`src/sv/b64e_pkg.sv`:
```
`timescale 1ns / 1ps

package b64e_pkg;

    localparam int unsigned QUEUE_DEPTH_DEFAULT = 2;
    localparam int unsigned CHARS_PER_ENTRY = 4;

    localparam logic [7:0] PAD_CHAR = 8'h3D;

    typedef enum logic [1:0] {
        PHASE0 = 2'd0,
        PHASE1 = 2'd1,
        PHASE2 = 2'd2
    } phase_t;

    // One accepted byte worth of output characters
    typedef struct packed {
        logic [CHARS_PER_ENTRY-1:0][7:0] chars;
        logic [1:0]                      last_idx;
        logic                            fin;
    } entry_t;

    // Map a sextet onto the standard alphabet
    function automatic logic [7:0] sextet_char(input logic [5:0] v);
        logic [7:0] ch;
        if (v < 6'd26) begin
            ch = 8'h41 + {2'b00, v};
        end else if (v < 6'd52) begin
            ch = 8'h61 + {2'b00, v} - 8'd26;
        end else if (v < 6'd62) begin
            ch = 8'h30 + {2'b00, v} - 8'd52;
        end else if (v == 6'd62) begin
            ch = 8'h2B;
        end else begin
            ch = 8'h2F;
        end
        return ch;
    endfunction

endpackage

```
`src/sv/base64_stream_encoder_top.sv`:
```
`timescale 1ns / 1ps

// Base64 stream encoder, standard alphabet with '=' padding.
// Input channel (s_): one raw byte per transfer, s_is_final on the message's
// last byte. Output channel (m_): one ASCII character per transfer, with
// m_run_end on the last character caused by an input byte and m_message_end
// on the last character of the message (after the padding, if any).
// The front stage tracks the position within each three-byte group and
// builds all characters for a byte at once; a short queue holds them; the back
// stage sends one per cycle while m_ready is high, via a registered output.
// The first character of a byte passes a queue slot and then the output
// register before it is presented.
// Throughput: one character per cycle while m_ready is high. A byte yields
// one or two characters while a message streams (four for every group of
// three bytes), up to four on the last byte. The single output register
// of the back stage sets this.
// Reset (aresetn low, synchronous) empties the queue, drops any pending
// output and restarts at the beginning of a group.
// When m_ready is low the output holds; the queue fills and s_ready falls
// once QUEUE_DEPTH bytes are waiting.

module base64_stream_encoder_top
    import b64e_pkg::*;
#(
    parameter int unsigned QUEUE_DEPTH = QUEUE_DEPTH_DEFAULT
) (
    input  logic       aclk,
    input  logic       aresetn,
    input  logic       s_valid,
    output logic       s_ready,
    input  logic [7:0] s_data_byte,
    input  logic       s_is_final,
    output logic       m_valid,
    input  logic       m_ready,
    output logic [7:0] m_out_char,
    output logic       m_run_end,
    output logic       m_message_end
);

    entry_t push_entry, head_entry;
    logic   push, push_ready, head_valid, pop;

    b64e_front u_front (
        .aclk        (aclk),
        .aresetn     (aresetn),
        .s_valid     (s_valid),
        .s_ready     (s_ready),
        .s_data_byte (s_data_byte),
        .s_is_final  (s_is_final),
        .q_ready     (push_ready),
        .q_push      (push),
        .q_entry     (push_entry)
    );

    b64e_queue #(
        .DEPTH (QUEUE_DEPTH)
    ) u_queue (
        .aclk       (aclk),
        .aresetn    (aresetn),
        .push       (push),
        .push_entry (push_entry),
        .push_ready (push_ready),
        .pop        (pop),
        .head_valid (head_valid),
        .head_entry (head_entry)
    );

    b64e_back u_back (
        .aclk          (aclk),
        .aresetn       (aresetn),
        .q_valid       (head_valid),
        .q_entry       (head_entry),
        .q_pop         (pop),
        .m_valid       (m_valid),
        .m_ready       (m_ready),
        .m_out_char    (m_out_char),
        .m_run_end     (m_run_end),
        .m_message_end (m_message_end)
    );

endmodule

```
`src/sv/b64e_front.sv`:
```
`timescale 1ns / 1ps

module b64e_front
    import b64e_pkg::*;
(
    input  logic       aclk,
    input  logic       aresetn,
    input  logic       s_valid,
    output logic       s_ready,
    input  logic [7:0] s_data_byte,
    input  logic       s_is_final,
    input  logic       q_ready,
    output logic       q_push,
    output entry_t     q_entry
);

    phase_t     phase_reg, phase_next;
    logic [3:0] left_reg, left_next;
    logic       accept;

    assign s_ready = q_ready;
    assign accept  = s_valid && q_ready;
    assign q_push  = accept;

    always_ff @(posedge aclk) begin
        if (!aresetn) begin
            phase_reg <= PHASE0;
            left_reg  <= 4'd0;
        end else begin
            phase_reg <= phase_next;
            left_reg  <= left_next;
        end
    end

    // Next phase and leftover bits
    always_comb begin
        phase_next = phase_reg;
        left_next  = left_reg;
        if (accept) begin
            if (s_is_final) begin
                phase_next = PHASE0;
                left_next  = 4'd0;
            end else begin
                unique case (phase_reg)
                    PHASE1: begin
                        phase_next = PHASE2;
                        left_next  = s_data_byte[3:0];
                    end
                    PHASE2: begin
                        phase_next = PHASE0;
                        left_next  = 4'd0;
                    end
                    default: begin
                        phase_next = PHASE1;
                        left_next  = {2'b00, s_data_byte[1:0]};
                    end
                endcase
            end
        end
    end

    // Characters that this byte completes, with flush and padding on the last byte
    always_comb begin
        q_entry.fin      = s_is_final;
        q_entry.chars[2] = PAD_CHAR;
        q_entry.chars[3] = PAD_CHAR;
        unique case (phase_reg)
            PHASE1: begin
                q_entry.chars[0] = sextet_char({left_reg[1:0], s_data_byte[7:4]});
                q_entry.chars[1] = sextet_char({s_data_byte[3:0], 2'b00});
                q_entry.last_idx = s_is_final ? 2'd2 : 2'd0;
            end
            PHASE2: begin
                q_entry.chars[0] = sextet_char({left_reg, s_data_byte[7:6]});
                q_entry.chars[1] = sextet_char(s_data_byte[5:0]);
                q_entry.last_idx = 2'd1;
            end
            default: begin
                q_entry.chars[0] = sextet_char(s_data_byte[7:2]);
                q_entry.chars[1] = sextet_char({s_data_byte[1:0], 4'b0000});
                q_entry.last_idx = s_is_final ? 2'd3 : 2'd0;
            end
        endcase
    end

    a_final_restarts_group: assert property (@(posedge aclk) disable iff (!aresetn)
        (accept && s_is_final) |=> (phase_reg == PHASE0 && left_reg == 4'd0))
        else $error("group not restarted after last byte");

endmodule

```
`src/sv/b64e_queue.sv`:
```
`timescale 1ns / 1ps

module b64e_queue
    import b64e_pkg::*;
#(
    parameter int unsigned DEPTH = QUEUE_DEPTH_DEFAULT
) (
    input  logic   aclk,
    input  logic   aresetn,
    input  logic   push,
    input  entry_t push_entry,
    output logic   push_ready,
    input  logic   pop,
    output logic   head_valid,
    output entry_t head_entry
);

    localparam int unsigned PTR_W = (DEPTH > 1) ? $clog2(DEPTH) : 1;
    localparam int unsigned CNT_W = $clog2(DEPTH + 1);
    localparam logic [PTR_W-1:0] PTR_LAST = PTR_W'(DEPTH - 1);
    localparam logic [CNT_W-1:0] CNT_FULL = CNT_W'(DEPTH);

    entry_t           slots_reg [DEPTH];
    logic [PTR_W-1:0] wr_ptr_reg, rd_ptr_reg;
    logic [CNT_W-1:0] count_reg;
    logic             do_push, do_pop;

    assign push_ready = (count_reg != CNT_FULL);
    assign head_valid = (count_reg != '0);
    assign head_entry = slots_reg[rd_ptr_reg];
    assign do_push    = push && push_ready;
    assign do_pop     = pop && head_valid;

    always_ff @(posedge aclk) begin
        if (do_push) begin
            slots_reg[wr_ptr_reg] <= push_entry;
        end
    end

    always_ff @(posedge aclk) begin
        if (!aresetn) begin
            wr_ptr_reg <= '0;
            rd_ptr_reg <= '0;
            count_reg  <= '0;
        end else begin
            if (do_push) begin
                wr_ptr_reg <= (wr_ptr_reg == PTR_LAST) ? '0 : wr_ptr_reg + 1'b1;
            end
            if (do_pop) begin
                rd_ptr_reg <= (rd_ptr_reg == PTR_LAST) ? '0 : rd_ptr_reg + 1'b1;
            end
            if (do_push && !do_pop) begin
                count_reg <= count_reg + 1'b1;
            end else if (do_pop && !do_push) begin
                count_reg <= count_reg - 1'b1;
            end
        end
    end

    a_count_bounded: assert property (@(posedge aclk) disable iff (!aresetn)
        (count_reg <= CNT_FULL))
        else $error("queue count beyond depth");

endmodule

```
`src/sv/b64e_back.sv`:
```
`timescale 1ns / 1ps

module b64e_back
    import b64e_pkg::*;
(
    input  logic       aclk,
    input  logic       aresetn,
    input  logic       q_valid,
    input  entry_t     q_entry,
    output logic       q_pop,
    output logic       m_valid,
    input  logic       m_ready,
    output logic [7:0] m_out_char,
    output logic       m_run_end,
    output logic       m_message_end
);

    logic [1:0] idx_reg, idx_next;
    logic       valid_reg, valid_next;
    logic [7:0] char_reg, char_next;
    logic       run_end_reg, run_end_next;
    logic       msg_end_reg, msg_end_next;
    logic       load, at_last;

    // Output register frees up when empty or when its transfer completes
    assign load    = q_valid && (!valid_reg || m_ready);
    assign at_last = (idx_reg == q_entry.last_idx);
    assign q_pop   = load && at_last;

    always_comb begin
        idx_next     = idx_reg;
        valid_next   = valid_reg;
        char_next    = char_reg;
        run_end_next = run_end_reg;
        msg_end_next = msg_end_reg;
        if (load) begin
            valid_next   = 1'b1;
            char_next    = q_entry.chars[idx_reg];
            run_end_next = at_last;
            msg_end_next = at_last && q_entry.fin;
            idx_next     = at_last ? 2'd0 : idx_reg + 2'd1;
        end else if (m_ready) begin
            valid_next = 1'b0;
        end
    end

    always_ff @(posedge aclk) begin
        if (!aresetn) begin
            idx_reg   <= 2'd0;
            valid_reg <= 1'b0;
        end else begin
            idx_reg   <= idx_next;
            valid_reg <= valid_next;
        end
    end

    always_ff @(posedge aclk) begin
        char_reg    <= char_next;
        run_end_reg <= run_end_next;
        msg_end_reg <= msg_end_next;
    end

    assign m_valid       = valid_reg;
    assign m_out_char    = char_reg;
    assign m_run_end     = run_end_reg;
    assign m_message_end = msg_end_reg;

    a_idx_idle_zero: assert property (@(posedge aclk) disable iff (!aresetn)
        !q_valid |-> (idx_reg == 2'd0))
        else $error("character index left mid-run with no entry");

    a_idx_in_run: assert property (@(posedge aclk) disable iff (!aresetn)
        q_valid |-> (idx_reg <= q_entry.last_idx))
        else $error("character index beyond end of run");

    a_msg_end_on_run_end: assert property (@(posedge aclk) disable iff (!aresetn)
        load |=> (!m_message_end || m_run_end))
        else $error("message end without run end");

endmodule

```
`config.mk`:
```
export PLATFORM = sky130hd
export DESIGN_NAME = base64_stream_encoder_top
export DESIGN_NICKNAME = d
export VERILOG_FILES = /design/src/sv/b64e_pkg.sv /design/src/sv/base64_stream_encoder_top.sv /design/src/sv/b64e_front.sv /design/src/sv/b64e_queue.sv /design/src/sv/b64e_back.sv
export SDC_FILE = /design/constraint.sdc
export NUM_CORES = 1
export LEC_CHECK = 0
export BUFFER_PORTS_ARGS = -buffer_cell sky130_fd_sc_hd__buf_2
export CAP_MARGIN = 40
export CORE_ASPECT_RATIO = 0.8
export CORE_UTILIZATION = 30
export CTS_BUF_LIST = sky130_fd_sc_hd__clkbuf_2 sky130_fd_sc_hd__clkbuf_4 sky130_fd_sc_hd__clkbuf_8
export DETAILED_ROUTE_END_ITERATION = 10
export PLACE_DENSITY = 0.44
export SLEW_MARGIN = 20
export SYNTH_ARGS = -nofsm -noshare
export SYNTH_HDL_FRONTEND = slang
export SYNTH_SLANG_ARGS = --single-unit
```
`constraint.sdc`:
```
create_clock -name aclk -period 3.8 [get_ports aclk]
set_input_delay 0.76 -clock aclk [delete_from_list [all_inputs] [get_ports aclk]]
set_output_delay 0.76 -clock aclk [all_outputs]
set_load 0.02 [all_outputs]
```
==> results of run 1 <==
-- placed cells by master (no fill, tap or decap), drive strengths merged, types with 10 or more instances in the layout --
master,instances
nand3,21
and2,10
a21oi,32
inv,24
buf,35
nand2,27
xnor2,22
o21ai,25
dfxtp,14
nor3,13
edfxtp,48
ha,26
nor2,21
nor2b,18
-- cells in the mapped netlist, types with 4 or more instances --
cell type / n
a211o_1: 4
a21o_1: 4
a21oi_1: 30
a221oi_1: 8
a22oi_1: 6
a31oi_1: 7
and2_1: 10
buf_2: 12
buf_6: 5
clkbuf_1: 11
dfxtp_1: 14
edfxtp_1: 48
ha_1: 26
inv_1: 23
mux2i_1: 9
mux4_2: 8
nand2_1: 26
nand2b_1: 9
nand3_1: 19
nor2_1: 21
nor2b_1: 18
nor3_1: 12
nor3b_1: 4
o211ai_1: 5
o21ai_0: 23
o31a_1: 4
or2_2: 6
xnor2_1: 22
-- where the power goes --
part	switching [mW]	internal, mW	total [mW]	leakage (nW)
Clock	0.266	0.303	0.569	0.0914
Sequential	0.101	0.939	1.04	0.561
Combinational	0.478	0.343	0.821	1.16
-- logic make-up after synthesis --
| family | Yosys count |
|---|---|
| DFF | 62 |
| and+or+nand+nor | 148 |
| AOI/OAI and AO/OA | 135 |
| adders and majority gates | 26 |
| muxes | 20 |
| xor gates and xnor gates | 25 |
| buffers and inverters | 52 |
-- cell type report --
cell class,count,area (µm²)
Clock buffer,9,124
Sequential cell,62,1720
Timing Repair Buffer,35,203
Clock inverter,7,75.1
Multi-Input combinational cell,354,2630
Tap cell,189,236
Inverter,24,90.1
Fill cell,1568,9930
-- per-stage QoR --
stage	std cells	area, µm²	total power, mW	worst slack (ns)	utilization, %
4_1_cts	680	5080	2.46	0.934	33.8
5_1_grt	680	5080	2.58	0.751	33.8
3_5_place_dp	664	4880	1.89	0.733	32.5
3_3_place_gp	664	4880	1.88	0.705	32.5
2_1_floorplan	468	4600	1.64	1.33	-
6_report	680	5080	2.43	0.825	33.8
-- metal layers --
| layer | vias up | track usage (%) | routed length, µm |
|---|---|---|---|
| met2 | 116 | 24.9 | 5490 |
| met3 | 13 | 3.60 | 690 |
| li1 | 1801 | - | - |
| met5 | - | 0 | 0 |
| met1 | 1782 | 24.3 | 6230 |
| met4 | 0 | 3.44 | 135 |
-- final timing paths --
| check | startpoint | to | slack [ns] | cells past startpoint |
|---|---|---|---|---|
| max | u_front.left_reg[1]$_SDFFE_PN0P_ | u_queue.slots_reg[0][5]$_DFFE_PP_ | 0.82 | 7 |
| min | u_front.phase_reg[1]$_SDFFE_PN0P_ | u_front.phase_reg[1]$_SDFFE_PN0P_ | 0.55 | 2 |
| max reg2reg | u_front.left_reg[1]$_SDFFE_PN0P_ | u_queue.slots_reg[0][5]$_DFFE_PP_ | 0.82 | 7 |
| min reg2reg | u_front.phase_reg[1]$_SDFFE_PN0P_ | u_front.phase_reg[1]$_SDFFE_PN0P_ | 0.55 | 2 |
-- worst max-delay path, cell delays in order (launching register included) --
cell      delay, ns
dfxtp_1        0.72
ha_1           0.56
nor2b_1        0.19
buf_4          0.20
mux2_2         0.35
o211ai_1       0.16
nor3b_1        0.44
nand3b_1       0.20
==> results.yml, run 1 <==
outcome:
  status: "finished clean"
critical_path:
  worstPathRequired_ns: 3.99
  crit_path_max_fanout: 13
  critical_path.endpoint_type: "flop"
  cp-start-kind: "flop"
  critPathKind: "reg2reg"
  cp.arrival_ns: 3.17
synthesis:
  yosys.area_share.simple_pct: 17.7
  synth_cell_types: 75
  synthArstFlopShare_pct: 0
  synth_top_family_by_area: "compound AO/OA/AOI/OAI gates"
  syn_avg_cell_area_um2: 9.83
  yosysTopAreaCell: "edfxtp_1"
  syn_area_um2: 4600
  synthXorXnorAreaFrac_pct: 4.76
  ys_seq_area_share_pct: 37.4
  synth_fa_ha_area_share_pct: 7.07
  synth_area_leaders: "edfxtp_1 (31%), ha_1 (7.1%), dfxtp_1 (6.1%), xnor2_1 (4.2%), mux4_2 (3.9%)"
  synth_edf_count: 48
  synthFlopType: "edfxtp_1"
  synth.top_cell.area_share_pct: 31.3
  synth_compound_area_share_pct: 21.1
  synthCells: 468
  yosys-mux-area-fraction_pct: 6.61
  synth_seq_cells: 62
  ys_warn_count: 0
  synth_nets: 507
timing:
  maxSlewViolCount: 0
  timing.hold.ws_ns: 0.546
  worstMarginPinSlew_ns: 0.740
  report.final.setup_viol: 0
  hold_viol: 0
  setup_tns_ns: 0
  fin_crit_sh_pct: 78.3
  slew_headroom_pct: 50.6
  layout_min_cycle_time_ns: 2.98
  finalClockSkew_ns: 0.00836
  rsz0062_at_grt: "no"
  fmax_ghz: 0.336
clock_network:
  htree_levels: 3
  clk_pin_slew_worst_paths_ns: 0.07
  ctsHoldBuffers: 0
  cts_resized: 0
  cts_setup_buffers: 0
  cts_tree: "yes"
  ctsRootBufferMaster: "clkbuf_8"
  cts_buffer_depth: 2
  numCtsBuffers: 9
  clk_latency_ns: 0.34
  cts_sinks: 62
cells_and_area:
  largest_register_ff_count: 38
  layout.nets: 525
  drive_gt1_share_pct: 16.7
  num_antenna_cells: 0
  syn_to_final_growth_pct: 10.4
route:
  antenna_left: 0
  via_per_inst: 5.46
  drt_first_pass_iters: 5
  routed_wl_um: 12500
  vias: 3712
  post-route-drc-count: 0
  wl_per_cell_um: 18.4
  drtIter0Drc: 241
global_routing:
  gr-total-overflow: 0
  grt_max_degree: 21
  antenna_found_initial: 0
  grt_usage_pct: 16.6
  grt_pass1_wl_um: 20300
  grt_pass1_vias: 3550
power:
  ir_worst_vdd_mv: 0.160
  power_leakage_nw: 1.81
  power_density_nw_per_um2: 478
floorplan:
  coreArea_um2: 15000
  ioPinCount: 25
  die_x_um: 140
  initial_core_util_pct: 30.6
  die_y_um: 113
  die-area_um2: 15800
  core.rowCount: 40
place:
  hpwl_um: 9400
  place_congestion: 0.893
  io_buffer_count: 24
job:
  drv_cap: 0
worst_hold_path:
  holdCritPathClass: "reg2reg"
(Power assumes the default switching activity.)
==> run 2: changes to the inputs <==
- PLACE_DENSITY: 0.44 -> 0.46
- clock period: 3.8 -> 2.4 ns (I/O delays scaled with it)
==> run 2 against run 1 <==
Net effect: setup slack worse by 0.71 ns; count of clock-buffer cells in the layout unchanged; die area unchanged; global-route usage up 0.11 points; first-iteration DRC count up 65%; critical path type unchanged.
==> results.yml, run 2 (synthesized netlist as in run 1, its figures left out) <==
critical_path:
  worstPathRequired_ns: 2.57
  cp.arrival_ns: 2.46
  cp_cell_sequence: "ha_2 -> nor2b_1 -> buf_4 -> mux2_2 -> o211ai_1 -> nor3b_1 -> buf_4 -> nand3b_1"
  cp_num_buf_inv: 2
  critical_path.endpoint_type: "flop"
  cpMostUsedCell: "buf_4"
  cp-start-kind: "flop"
  cp_slowest_cell: "dfxtp_1"
  worstReg2RegStart: "u_front.left_reg[0]$_SDFFE_PN0P_"
  slowest_delay_ns: 0.46
  ff2ff_path_depth: 8
  critPathKind: "reg2reg"
  path_delay_family: "simple AND/OR/NAND/NOR gates"
  cp-startpoint: "u_front.left_reg[0]$_SDFFE_PN0P_"
  rr_endpoint: "u_queue.slots_reg[1][5]$_DFFE_PP_"
  rrSetupSlack_ns: 0.12
  crit_path_max_fanout: 9
floorplan:
  core.rowCount: 40
  die-area_um2: 15800
  die_x_um: 140
  die_y_um: 113
  ioPinCount: 25
  initial_core_util_pct: 30.6
  coreArea_um2: 15000
timing:
  hold_viol: 0
  setup_tns_ns: 0
  fmax_ghz: 0.438
  slew_headroom_pct: 60.9
  maxSlewViolCount: 0
  layout_min_cycle_time_ns: 2.28
  rsz0062_at_grt: "no"
  fin_crit_sh_pct: 95.2
  finalClockSkew_ns: 0.00908
  worstMarginPinSlew_ns: 0.586
  report.final.setup_viol: 0
worst_hold_path:
  worst_hold_startpoint: "s_is_final"
  min_path_cells: 1
  min_to: "u_queue.slots_reg[1][0]$_DFFE_PP_"
  holdCritPathClass: "in2reg"
global_routing:
  grt_pass1_vias: 3827
  gr-total-overflow: 0
  grt_usage_pct: 16.7
  grt_max_degree: 24
  grt_pass1_wl_um: 20600
  antenna_found_initial: 0
place:
  io_buffer_count: 24
  hpwl_um: 9790
  place_congestion: 0.871
  dp_cells: 712
cells_and_area:
  layout.nets: 573
  num_antenna_cells: 0
  fin_cells: 728
  final_cell_mix: "buf_4 (57), edfxtp_1 (48), a21oi_1 (30)"
  drive_gt1_share_pct: 24.7
  largest_register_ff_count: 38
  syn_to_final_growth_pct: 19.6
  final_common_cell: "buf_4"
route:
  wl_met3_um: 608
  antenna_left: 0
  wl_per_cell_um: 17.8
  m1WireLength_um: 6460
  vias: 3918
  post-route-drc-count: 0
  via_per_inst: 5.38
  dr_wl_met2_um: 5750
  highest_layer: "met4"
  drtIter0Drc: 398
  drt_first_pass_iters: 5
  routed_wl_um: 12900
clock_network:
  numCtsBuffers: 9
  htree_levels: 3
  cts_tree: "yes"
  clk_latency_ns: 0.34
  cts_setup_buffers: 0
  cts_buffer_depth: 2
  cts_sinks: 62
  clk_pin_slew_worst_paths_ns: 0.08
  ctsRootBufferMaster: "clkbuf_8"
power:
  power_leakage_nw: 2.07
  ir_worst_vdd_mv: 0.294
  power_density_nw_per_um2: 741
  total_power_mw: 4.08
outcome:
  status: "finished clean"
job:
  drv_cap: 0
==> run 2: changes by cell type in the layout (fill, tap and decap cells not counted) <==
| cell | delta |
|---|---|
| a2111oi_0 | -1 |
| a2111oi_2 | +1 |
| buf_12 | +2 |
| buf_4 | +46 |
| bufinv_16 | +1 |
| clkinv_4 | -1 |
| clkinvlp_4 | -1 |
| ha_1 | -2 |
| ha_2 | +2 |
| inv_6 | +1 |
==> run 2: final cells by class <==
class	instances	area, µm²
fillers	1515	9520
clock buffers	9	124
repair buffers	83	588
multi-input cells	354	2640
flip-flops and latches	62	1720
well taps	189	236
clock inverters	7	97.6
inverters	24	90.1
==> run 2: worst max-delay path by stage <==
stage               cells after the start                                end  slack, ns
floorplan                               4  u_queue.slots_reg[0][0]$_DFFE_PP_       0.15
global placement                        8  u_queue.slots_reg[0][5]$_DFFE_PP_       0.08
finish                                  8  u_queue.slots_reg[1][5]$_DFFE_PP_       0.12
global route                            8  u_queue.slots_reg[1][5]$_DFFE_PP_      0.006
detailed placement                     10  u_queue.slots_reg[1][5]$_DFFE_PP_       0.02
CTS                                     8  u_queue.slots_reg[1][5]$_DFFE_PP_       0.08
==> run 2: power breakdown <==
part	switching, mW	internal, mW	leakage, nW
combinational	0.836	0.637	1.40
clock	0.439	0.588	0.106
sequential	0.0935	1.49	0.561
==> run 2: worst register-to-register path, stage by stage, from the launching register on <==
cell and delay, ns:
dfxtp_1 0.46, ha_2 0.29, nor2b_1 0.15, buf_4 0.17, mux2_2 0.34, o211ai_1 0.15
nor3b_1 0.25, buf_4 0.15, nand3b_1 0.17
==> run 2: through the flow <==
step	setup slack, ns	util, %	area [µm²]	hold slack (ns)
after floorplan	0.152	-	4600	0.491
after global placement	0.0808	35.1	5270	0.518
after detailed placement	0.0191	35.1	5270	0.541
after CTS	0.0797	36.6	5490	0.453
after global routing	0.00577	36.6	5500	0.482
final	0.116	36.6	5500	0.478
==> run 2: per-layer routing <==
layer | vias to the layer above | track usage [%]
met5 | - | 0
met4 | 0 | 4.54
met3 | 10 | 1.86
met2 | 131 | 25.9
met1 | 1879 | 24.6
li1 | 1898 | -
==> run 2: what timing repair did <==
item	in CTS	in global routing
hold buffers	0	0
endpoints found under the setup margin	0	2
resized for setup	0	4
==> run 3: changes to the inputs <==
==> constraint.sdc (replaced) <==
create_clock -name aclk -period 2.4 [get_ports aclk]
set_input_delay 0.12 -clock aclk [delete_from_list [all_inputs] [get_ports aclk]]
set_output_delay 0.12 -clock aclk [all_outputs]
set_load 0.02 [all_outputs]
==> run 3 against run 2 <==
Net effect: the run now ends with DRC left; flip-flop and latch count did not move; count of clock-buffer cells in the layout rose by 3; fmax rose by 0.63%; first-iteration DRC count fell by 16%; cell count fell by 2.9%; via count fell by 1.3%; combinational power barely moved; sequential share of layout area rose by 1.0 points; register-to-register slack barely moved; critical path depth fell by 1; utilization fell by 1.1 points; global-route usage rose by 0.15 points.
==> results.yml, run 3 (synthesized netlist as in run 1, its figures left out) <==
floorplan:
  core.rowCount: 40
  die_x_um: 140
  initial_core_util_pct: 30.6
  die_y_um: 113
  coreArea_um2: 15000
  ioPinCount: 25
  die-area_um2: 15800
clock_network:
  htree_levels: 3
  cts_sinks: 62
  cts_tree: "yes"
  ctsRootBufferMaster: "clkbuf_8"
  cts_buffer_depth: 2
  clk_latency_ns: 0.34
  numCtsBuffers: 9
  ctsHoldBuffers: 0
  clk_pin_slew_worst_paths_ns: 0.07
  cts_setup_buffers: 0
  cts_resized: 0
place:
  place_congestion: 0.887
  hpwl_um: 9720
  io_buffer_count: 24
  post-place-ws_ns: 0.106
  dp_cells: 691
timing:
  report.final.setup_viol: 0
  maxSlewViolCount: 0
  fin_crit_sh_pct: 94.6
  setup_tns_ns: 0
  slew_headroom_pct: 62.4
  layout_min_cycle_time_ns: 2.27
  fmax_ghz: 0.441
  fin_ws_ns: 0.130
  hold_viol: 0
  worstMarginPinSlew_ns: 0.550
  timing.hold.ws_ns: 0.105
  finalClockSkew_ns: 0.0116
critical_path:
  crit_path_max_fanout: 8
  cp.arrival_ns: 2.40
  critical_path.endpoint_type: "flop"
  cp_cell_sequence: "buf_4 -> ha_1 -> nand3_2 -> a21boi_1 -> mux2i_2 -> a221oi_2 -> a21oi_1"
  cp_slowest_cell: "dfxtp_1"
  cp-start-kind: "flop"
  worstPathRequired_ns: 2.53
  slowest_delay_ns: 0.42
  ff2ff_path_depth: 7
  critPathKind: "reg2reg"
global_routing:
  grt_usage_pct: 16.9
  gr-total-overflow: 0
  grt_pass1_wl_um: 20400
  grt_pass1_vias: 3648
  grt_max_degree: 20
  antenna_found_initial: 0
route:
  drt_first_pass_iters: 8
  routed_wl_um: 12800
  via_per_inst: 5.47
  wl_per_cell_um: 18.1
  drtIter0Drc: 333
  vias: 3869
  antenna_left: 0
  post-route-drc-count: 1
power:
  p_sw_share_pct: 33.0
  pwr-share-clk_pct: 25.3
  power_leakage_nw: 1.98
  p_comb_share_pct: 35.7
  power_frac_seq_pct: 39.0
  p_int_mw: 2.71
  ir_worst_vdd_mv: 0.303
  power.switching_mw: 1.33
  power_density_nw_per_um2: 759
cells_and_area:
  num_antenna_cells: 0
  syn_to_final_growth_pct: 15.9
  fillers: 1552
  multiInputGateArea_um2: 2660
  final_cell_mix: "edfxtp_1 (48), buf_4 (38), a21oi_1 (28)"
  final_common_cell: "edfxtp_1"
  layout.area.seq_um2: 1720
  drive_gt1_share_pct: 22.4
  layout.nets: 552
  fin_cells: 707
  largest_register_ff_count: 38
  utilization_pct: 35.5
outcome:
  status: "complete, but fails checks"
  violations: "DRC"
worst_hold_path:
  min_path_cells: 1
  holdCritPathClass: "in2reg"
job:
  drv_cap: 0
==> run 3: changes by cell type in the layout (fill, tap and decap cells not counted), sizes merged <==
cell and delta:
buf -21, clkbuf +3, clkinvlp -2, inv -1
==> run 3: final cells by class <==
type / count / share of cell area (%)
multi-input cells: 354 / 49.8
flip-flops and latches: 62 / 32.3
repair buffers: 62 / 7.61
well taps: 189 / 4.44
clock buffers: 12 / 2.75
inverters: 24 / 1.69
clock inverters: 4 / 1.38
==> run 3: routing by layer <==
layer | share of wire (%) | vias to the layer above | track usage [%]
li1 | - | 1847 | -
met1 | 49 | 1878 | 24.5
met2 | 45 | 125 | 25.9
met3 | 4.1 | 19 | 1.95
met4 | 1.6 | 0 | 5.79
met5 | 0 | - | 0
==> run 3: worst paths after layout <==
path / from / end / slack [ns]
min: s_is_final / u_queue.slots_reg[1][0]$_DFFE_PP_ / 0.10
min reg2reg: u_front.phase_reg[1]$_SDFFE_PN0P_ / u_front.phase_reg[1]$_SDFFE_PN0P_ / 0.55
max reg2reg: u_front.left_reg[0]$_SDFFE_PN0P_ / u_queue.slots_reg[1][3]$_DFFE_PP_ / 0.13
max: u_front.left_reg[0]$_SDFFE_PN0P_ / u_queue.slots_reg[1][3]$_DFFE_PP_ / 0.13
==> run 3: metrics by stage <==
step	area, µm²	total power, mW
5_1_grt	5330	4.27
3_3_place_gp	5080	3.03
4_1_cts	5300	4.08
2_1_floorplan	4600	2.60
6_report	5330	4.04
3_5_place_dp	5080	3.04
==> run 3: critical path: cells and delay by family (launching register included) <==
kind | cells | cell delay [ns]
muxes | 1 | 0.32
buffers and inverters | 1 | 0.16
AOI/OAI and AO/OA | 3 | 0.68
adders and majority gates | 1 | 0.26
DFF | 1 | 0.42
and+or+nand+nor | 1 | 0.21
==> run 3: power by group through the flow <==
stage,clock network [mW],logic [mW],registers (mW)
after global placement,0,1.43,1.60
after floorplan,0,0.897,1.70
after CTS,1.05,1.45,1.58
after detailed placement,0,1.44,1.60
after global routing,1.09,1.57,1.60
final,1.02,1.45,1.58
